$ cat src/rtl/apulc_pkg.sv
// Package for the triangle/noise length, linear counter and envelope unit.
// Holds register offsets, the transaction opcode type and the length load table.
// No dependencies.
package apulc_pkg;

    localparam int S_TDATA_W = 16;
    localparam int M_TDATA_W = 32;

    typedef enum logic [0:0] {
        OP_WRITE = 1'b0,
        OP_TICK  = 1'b1
    } t_opcode;

    localparam logic [3:0] REG_TRI_LINEAR   = 4'd0;
    localparam logic [3:0] REG_TRI_LENGTH   = 4'd3;
    localparam logic [3:0] REG_NOISE_ENV    = 4'd4;
    localparam logic [3:0] REG_NOISE_LENGTH = 4'd7;
    localparam logic [3:0] REG_STATUS       = 4'd13;

    localparam logic [3:0] ENV_FULL = 4'd15;

    localparam logic [7:0] LEN_TAB [32] = '{
        8'h0A, 8'hFE, 8'h14, 8'h02, 8'h28, 8'h04, 8'h50, 8'h06,
        8'hA0, 8'h08, 8'h3C, 8'h0A, 8'h0E, 8'h0C, 8'h1A, 8'h0E,
        8'h0C, 8'h10, 8'h18, 8'h12, 8'h30, 8'h14, 8'h60, 8'h16,
        8'hC0, 8'h18, 8'h48, 8'h1A, 8'h10, 8'h1C, 8'h20, 8'h1E
    };

endpackage

$ cat src/rtl/apu_length_envelope_linear_counters_unit.sv
// Top level: triangle linear counter, noise envelope and both length counters.
// Each input transaction goes through the input register, then the result register.
// Throughput: one transaction per cycle; a stalled result holds the input register.
// Reset (i_rst_n low, synchronous) empties both stages and returns the counter
// state to its power-up values. Depends on apulc_pkg.
module apu_length_envelope_linear_counters_unit (
    input  logic                            i_clk,
    input  logic                            i_rst_n,
    input  logic                            s_axis_tvalid,
    output logic                            s_axis_tready,
    // [3:0] reg_offset, [11:4] write_data, [12] half_frame, [15:13] zero
    input  logic [apulc_pkg::S_TDATA_W-1:0] s_axis_tdata,
    // [0] opcode
    input  logic                            s_axis_tuser,
    output logic                            m_axis_tvalid,
    input  logic                            m_axis_tready,
    // [0] tri_gate, [4:1] noise_level, [5] noise_gate, [13:6] tri_length_left,
    // [21:14] noise_length_left, [28:22] linear_count, [31:29] zero
    output logic [apulc_pkg::M_TDATA_W-1:0] m_axis_tdata
);
    import apulc_pkg::*;

    logic       r_in_valid;
    t_opcode    r_in_opcode;
    logic [3:0] r_in_offset;
    logic [7:0] r_in_data;
    logic       r_in_half;

    logic                 r_out_valid;
    logic [M_TDATA_W-1:0] r_out_data;

    logic       r_tri_en,       n_tri_en;
    logic       r_noise_en,     n_noise_en;
    logic [7:0] r_tri_len,      n_tri_len;
    logic [7:0] r_noise_len,    n_noise_len;
    logic [6:0] r_lin_val,      n_lin_val;
    logic [6:0] r_lin_reload,   n_lin_reload;
    logic       r_lin_ctrl,     n_lin_ctrl;
    logic       r_lin_pend,     n_lin_pend;
    logic [3:0] r_env_val,      n_env_val;
    logic [3:0] r_env_div,      n_env_div;
    logic [3:0] r_env_per,      n_env_per;
    logic       r_env_const,    n_env_const;
    logic       r_env_loop,     n_env_loop;
    logic       r_env_pend,     n_env_pend;

    logic       in_move;
    logic       s_accept;
    logic [4:0] div_inc;
    logic       env_clk;
    logic [M_TDATA_W-1:0] n_out_data;

    assign in_move       = r_in_valid && (!r_out_valid || m_axis_tready);
    assign s_axis_tready = !r_in_valid || in_move;
    assign s_accept      = s_axis_tvalid && s_axis_tready;
    assign m_axis_tvalid = r_out_valid;
    assign m_axis_tdata  = r_out_data;

    always_comb begin
        n_tri_en     = r_tri_en;
        n_noise_en   = r_noise_en;
        n_tri_len    = r_tri_len;
        n_noise_len  = r_noise_len;
        n_lin_val    = r_lin_val;
        n_lin_reload = r_lin_reload;
        n_lin_ctrl   = r_lin_ctrl;
        n_lin_pend   = r_lin_pend;
        n_env_val    = r_env_val;
        n_env_div    = r_env_div;
        n_env_per    = r_env_per;
        n_env_const  = r_env_const;
        n_env_loop   = r_env_loop;
        n_env_pend   = r_env_pend;
        div_inc      = {1'b0, r_env_div} + 5'd1;
        env_clk      = 1'b0;

        if (r_in_opcode == OP_WRITE) begin
            case (r_in_offset)
                REG_TRI_LINEAR: begin
                    n_lin_ctrl   = r_in_data[7];
                    n_lin_reload = r_in_data[6:0];
                end
                REG_TRI_LENGTH: begin
                    n_lin_pend = 1'b1;
                    if (r_tri_en) begin
                        n_tri_len = LEN_TAB[r_in_data[7:3]];
                    end
                end
                REG_NOISE_ENV: begin
                    n_env_per   = r_in_data[3:0];
                    n_env_const = r_in_data[4];
                    n_env_loop  = r_in_data[5];
                end
                REG_NOISE_LENGTH: begin
                    n_env_pend = 1'b1;
                    if (r_noise_en) begin
                        n_noise_len = LEN_TAB[r_in_data[7:3]];
                    end
                end
                REG_STATUS: begin
                    n_tri_en   = r_in_data[2];
                    n_noise_en = r_in_data[3];
                    if (!r_in_data[2]) begin
                        n_tri_len = 8'd0;
                    end
                    if (!r_in_data[3]) begin
                        n_noise_len = 8'd0;
                    end
                end
                default: ;
            endcase
        end else begin
            if (r_lin_pend) begin
                n_lin_val = r_lin_reload;
            end else if (r_lin_val != 7'd0) begin
                n_lin_val = r_lin_val - 7'd1;
            end
            if (!r_lin_ctrl) begin
                n_lin_pend = 1'b0;
            end

            if (r_env_pend) begin
                n_env_pend = 1'b0;
                n_env_val  = ENV_FULL;
                n_env_div  = 4'd0;
            end else if (div_inc > {1'b0, r_env_per}) begin
                env_clk   = 1'b1;
                n_env_div = 4'd0;
            end else begin
                n_env_div = div_inc[3:0];
            end
            if (env_clk) begin
                if (r_env_loop && r_env_val == 4'd0) begin
                    n_env_val = ENV_FULL;
                end else if (r_env_val != 4'd0) begin
                    n_env_val = r_env_val - 4'd1;
                end
            end

            if (r_in_half) begin
                if (!r_lin_ctrl && r_tri_len != 8'd0) begin
                    n_tri_len = r_tri_len - 8'd1;
                end
                if (!r_env_loop && r_noise_len != 8'd0) begin
                    n_noise_len = r_noise_len - 8'd1;
                end
            end
        end

        n_out_data = {
            3'd0,
            n_lin_val,
            n_noise_len,
            n_tri_len,
            n_noise_en && n_noise_len != 8'd0,
            n_env_const ? n_env_per : n_env_val,
            n_tri_en && n_lin_val != 7'd0 && n_tri_len != 8'd0
        };
    end

    always_ff @(posedge i_clk) begin
        if (!i_rst_n) begin
            r_in_valid <= 1'b0;
        end else if (s_axis_tready) begin
            r_in_valid <= s_axis_tvalid;
        end
    end

    always_ff @(posedge i_clk) begin
        if (s_accept) begin
            r_in_opcode <= t_opcode'(s_axis_tuser);
            r_in_offset <= s_axis_tdata[3:0];
            r_in_data   <= s_axis_tdata[11:4];
            r_in_half   <= s_axis_tdata[12];
        end
    end

    always_ff @(posedge i_clk) begin
        if (!i_rst_n) begin
            r_out_valid <= 1'b0;
        end else if (in_move) begin
            r_out_valid <= 1'b1;
        end else if (m_axis_tready) begin
            r_out_valid <= 1'b0;
        end
    end

    always_ff @(posedge i_clk) begin
        if (in_move) begin
            r_out_data <= n_out_data;
        end
    end

    always_ff @(posedge i_clk) begin
        if (!i_rst_n) begin
            r_tri_en     <= 1'b1;
            r_noise_en   <= 1'b1;
            r_tri_len    <= 8'd0;
            r_noise_len  <= 8'd0;
            r_lin_val    <= 7'd0;
            r_lin_reload <= 7'd0;
            r_lin_ctrl   <= 1'b0;
            r_lin_pend   <= 1'b1;
            r_env_val    <= 4'd0;
            r_env_div    <= 4'd0;
            r_env_per    <= 4'd0;
            r_env_const  <= 1'b0;
            r_env_loop   <= 1'b0;
            r_env_pend   <= 1'b1;
        end else if (in_move) begin
            r_tri_en     <= n_tri_en;
            r_noise_en   <= n_noise_en;
            r_tri_len    <= n_tri_len;
            r_noise_len  <= n_noise_len;
            r_lin_val    <= n_lin_val;
            r_lin_reload <= n_lin_reload;
            r_lin_ctrl   <= n_lin_ctrl;
            r_lin_pend   <= n_lin_pend;
            r_env_val    <= n_env_val;
            r_env_div    <= n_env_div;
            r_env_per    <= n_env_per;
            r_env_const  <= n_env_const;
            r_env_loop   <= n_env_loop;
            r_env_pend   <= n_env_pend;
        end
    end

`ifndef SYNTHESIS
    a_tri_off_len_zero: assert property (@(posedge i_clk) disable iff (!i_rst_n)
        !r_tri_en |-> r_tri_len == 8'd0)
        else $error("triangle length nonzero while disabled");

    a_noise_off_len_zero: assert property (@(posedge i_clk) disable iff (!i_rst_n)
        !r_noise_en |-> r_noise_len == 8'd0)
        else $error("noise length nonzero while disabled");

    a_move_gives_result: assert property (@(posedge i_clk) disable iff (!i_rst_n)
        in_move |=> r_out_valid)
        else $error("result lost after stage transfer");
`endif

endmodule
$ cat config.mk
export PLATFORM = sky130hd
export DESIGN_NAME = apu_length_envelope_linear_counters_unit
export DESIGN_NICKNAME = d
export VERILOG_FILES = /design/src/rtl/apulc_pkg.sv /design/src/rtl/apu_length_envelope_linear_counters_unit.sv
export SDC_FILE = /design/constraint.sdc
export NUM_CORES = 1
export LEC_CHECK = 0
export BUFFER_PORTS_ARGS = -buffer_cell sky130_fd_sc_hd__buf_2
export CAP_MARGIN = 25
export CORE_UTILIZATION = 45
export CTS_BUF_LIST = sky130_fd_sc_hd__clkbuf_4
export CTS_CLUSTER_SIZE = 12
export DETAILED_ROUTE_END_ITERATION = 10
export PLACE_DENSITY = 0.66
export SETUP_SLACK_MARGIN = 0.05
export SYNTH_ARGS = -nofsm -noshare
export SYNTH_HDL_FRONTEND = slang
export SYNTH_SLANG_ARGS = --single-unit
$ cat constraint.sdc
create_clock -name i_clk -period 5.42 [get_ports i_clk]
set_clock_uncertainty 0.1 [all_clocks]
set_input_delay 0.271 -clock i_clk [delete_from_list [all_inputs] [get_ports i_clk]]
set_output_delay 0.271 -clock i_clk [all_outputs]
set_load 0.02 [all_outputs]
==> results.toml <==
[layout]
stdcell_area_um2 = 5620
drive_above_1_share_pct = 14.0
final_util_pct = 51.9
layout.nets = 627
area_growth_pct = 12.4

[worst_setup_path]
startpoint_type = "register"
crit_family = "compound AO/OA/AOI/OAI gates"
worstRegToRegCells = 8
required_ns = 5.54
end_kind = "register"
cp_num_cells = 8
cp_slowest_cell = "edfxtp_1"
cpPeakStageDelay_ns = 0.64
crit_chain = "inv_1 -> ha_1 -> mux4_2 -> o21ai_1 -> o22a_1 -> nand2_1 -> nor4_1 -> a41oi_1"
critical_path.max_fanout = 13
path_class = "register to register"
path_buf_inv = 1
crit_arrival_ns = 3.16

[sta]
rsz0062_at_grt = "no"
hold_ws_ns = 0.395
fin_crit_ns = 3.04
fmax_ghz = 0.329
period_share_pct = 56.1
slew_headroom_pct = 40.0
setup_viol_count_final = 0
setup_tns_ns = 0
slew_violations = 0
layout_setup_ws_ns = 2.38
hold_viol = 0
worst_slew_pin_slew_ns = 0.893

[synthesis]
synth_area_leaders = "edfxtp_1 (26%), dfxtp_1 (20%), nor2_1 (5.6%)"
synthCells = 532
netlist.area_leader.share_pct = 25.8
yosysSeqAreaShare_pct = 46.2
synth_cell_type_count = 73
yosysMostFrequentCell = "nor2_1"
yosys_register_bits = 94
synth_edf_count = 43
ys.flop_type = "dfxtp_1"
synth_area_per_cell_um2 = 9.40
synth.yosys.warnings = 0
async_reset_ff_share_pct = 0
ys_top_cells_by_count = "nor2_1 (75), dfxtp_1 (51), edfxtp_1 (43)"
synth_top_cell_by_area = "edfxtp_1"
syn-cell-area_um2 = 5000

[global_route]
track_usage_pct = 21.1
grt-ovfl-total = 0
grt_pass1_wl_um = 18900
grt_max_degree = 44
first_global_vias = 3755
antenna_found_initial = 1

[placement]
dp_hpwl_um = 7930
place_congestion = 0.908
port_buffers = 48
preCtsSetupSlack_ns = 2.41
placed_area_um2 = 5330

[clock_tree]
clock_latency_ns = 0.47
cts.path.max_buffers = 2
cts_tree = "built"
cts_setup_buffers = 0
clk_pin_slew_worst_paths_ns = 0.16
cts_sinks = 94
cts_htree_levels = 3
cts_buffers = 9
cts_root_buf = "clkbuf_4"
cts_resized = 0

[floorplanning]
rows = 38
die_h_um = 107
io_pins = 55
die-area_um2 = 11500
chipWidth_um = 107
core_um2 = 10800
start_util_pct = 46.1

[drt]
first_iter_violations = 284
drtAntennaViolNets = 0
viasPerCell = 5.74
wire_per_inst_um = 15.6
first_pass_iters = 5
drc_errors = 0
wirelength_um = 11500
vias = 4216

[power_and_ir_drop]
p_sw_share_pct = 30.8
ir_worst_vdd_uv = 123
p_int_mw = 0.983
p_clk_share_pct = 24.9
p_leak_nw = 2.24
power_frac_seq_pct = 57.7
combPwrFrac_pct = 17.3
p_per_area_nw_per_um2 = 253
p_sw_mw = 0.437

[outcome]
status = "finished clean"

[worst_hold_path]
holdCritPathClass = "input port to register"
worstHoldPathCells = 2

[run]
cap_violations = 0
==> sequential cells by signal (all words and copies together), names as in the netlist, 4 cells and up <==
signal,cells
m_axis_tdata,29
r_env_div,4
r_env_per,4
r_env_val,4
r_in_data,8
r_in_offset,4
r_lin_reload,7
r_lin_val,7
r_noise_len,8
r_tri_len,8
==> layout make-up <==
class	count	area, um^2
fillers	1023	5220
repair buffers	69	440
well taps	140	175
diodes	1	2.50
inverters	31	116
clock inverters	6	45.0
multi-input cells	383	2450
flip-flops and latches	94	2310
clock buffers	10	75.1
==> logic make-up (layout without fill, tap and decap cells) <==
group | Yosys count | in the layout | share of synthesized area [%]
compound gates | 131 | 131 | 18.4
xor+xnor | 5 | 5 | 0.876
fa+ha+maj | 18 | 18 | 4.50
buf+inv | 57 | 116 | 4.83
flops | 94 | 94 | 46.2
mux | 23 | 23 | 4.90
other cells | 1 | 4 | 0.0750
simple gates | 203 | 203 | 20.1
==> power by group through the flow <==
| stage | Clock (mW) | Combinational [mW] | Sequential [mW] |
|---|---|---|---|
| 2_1_floorplan | 0 | 0.167 | 0.839 |
| 3_3_place_gp | 0 | 0.230 | 0.833 |
| 3_5_place_dp | 0 | 0.236 | 0.835 |
| 4_1_cts | 0.366 | 0.246 | 0.819 |
| 5_1_grt | 0.390 | 0.274 | 0.826 |
| 6_report | 0.354 | 0.246 | 0.820 |
==> metrics by stage <==
stage	std cells	power, mW
floorplan	534	1.01
global placement	700	1.06
detailed placement	700	1.07
CTS	733	1.43
global route	734	1.49
finish	734	1.42
==> cells in the final DEF, fill, tap and decap left out, types with 4 or more instances in the layout <==
master         Yosys  layout
o21ai_1           11      11
nor2_1            75      75
inv_1             28      27
nor2b_1            6       6
nor3_1            23      23
dlygate4sd3_1      0      17
a211oi_1          14      14
o22ai_1            5       5
a22oi_1           10      10
edfxtp_1          43      43
nand2b_1           8       8
clkbuf_4           0      10
o211ai_1           9       9
and2_1             4       4
mux2i_1           20      20
ha_1              18      18
nand4_1            4       4
buf_2              1      48
buf_4              3       4
a21oi_1           18      18
o21ai_0           22      22
or3_1              4       4
nand2_1           35      35
o311ai_1           4       4
nand3b_1           6       6
nand3_1           14      14
dfxtp_1           51      51
==> worst paths after layout <==
kind / start / endpoint / slack [ns]
max: r_in_data[3]$_DFFE_PP_ / m_axis_tdata[0]$_DFFE_PP_ / 2.38
max reg2reg: r_in_data[3]$_DFFE_PP_ / m_axis_tdata[0]$_DFFE_PP_ / 2.38
min reg2reg: r_noise_en$_SDFFE_PN1P_ / r_noise_en$_SDFFE_PN1P_ / 0.42
min: s_axis_tdata[4] / r_in_data[0]$_DFFE_PP_ / 0.39
==> layer usage <==
metal | global-route usage [%] | vias to the layer above | part of all wire, %
met5 | 0 | - | 0
met1 | 29.4 | 2012 | 49
met2 | 33.2 | 118 | 46
met4 | 6.85 | 0 | 1.3
met3 | 3.81 | 12 | 4.3
li1 | - | 2074 | -
==> what timing repair did <==
action | CTS | global route
hold endpoints to repair | 20 | 0
setup endpoints to repair | 0 | 0
hold buffers | 17 | 0
Power figures use the tool's default switching activity.
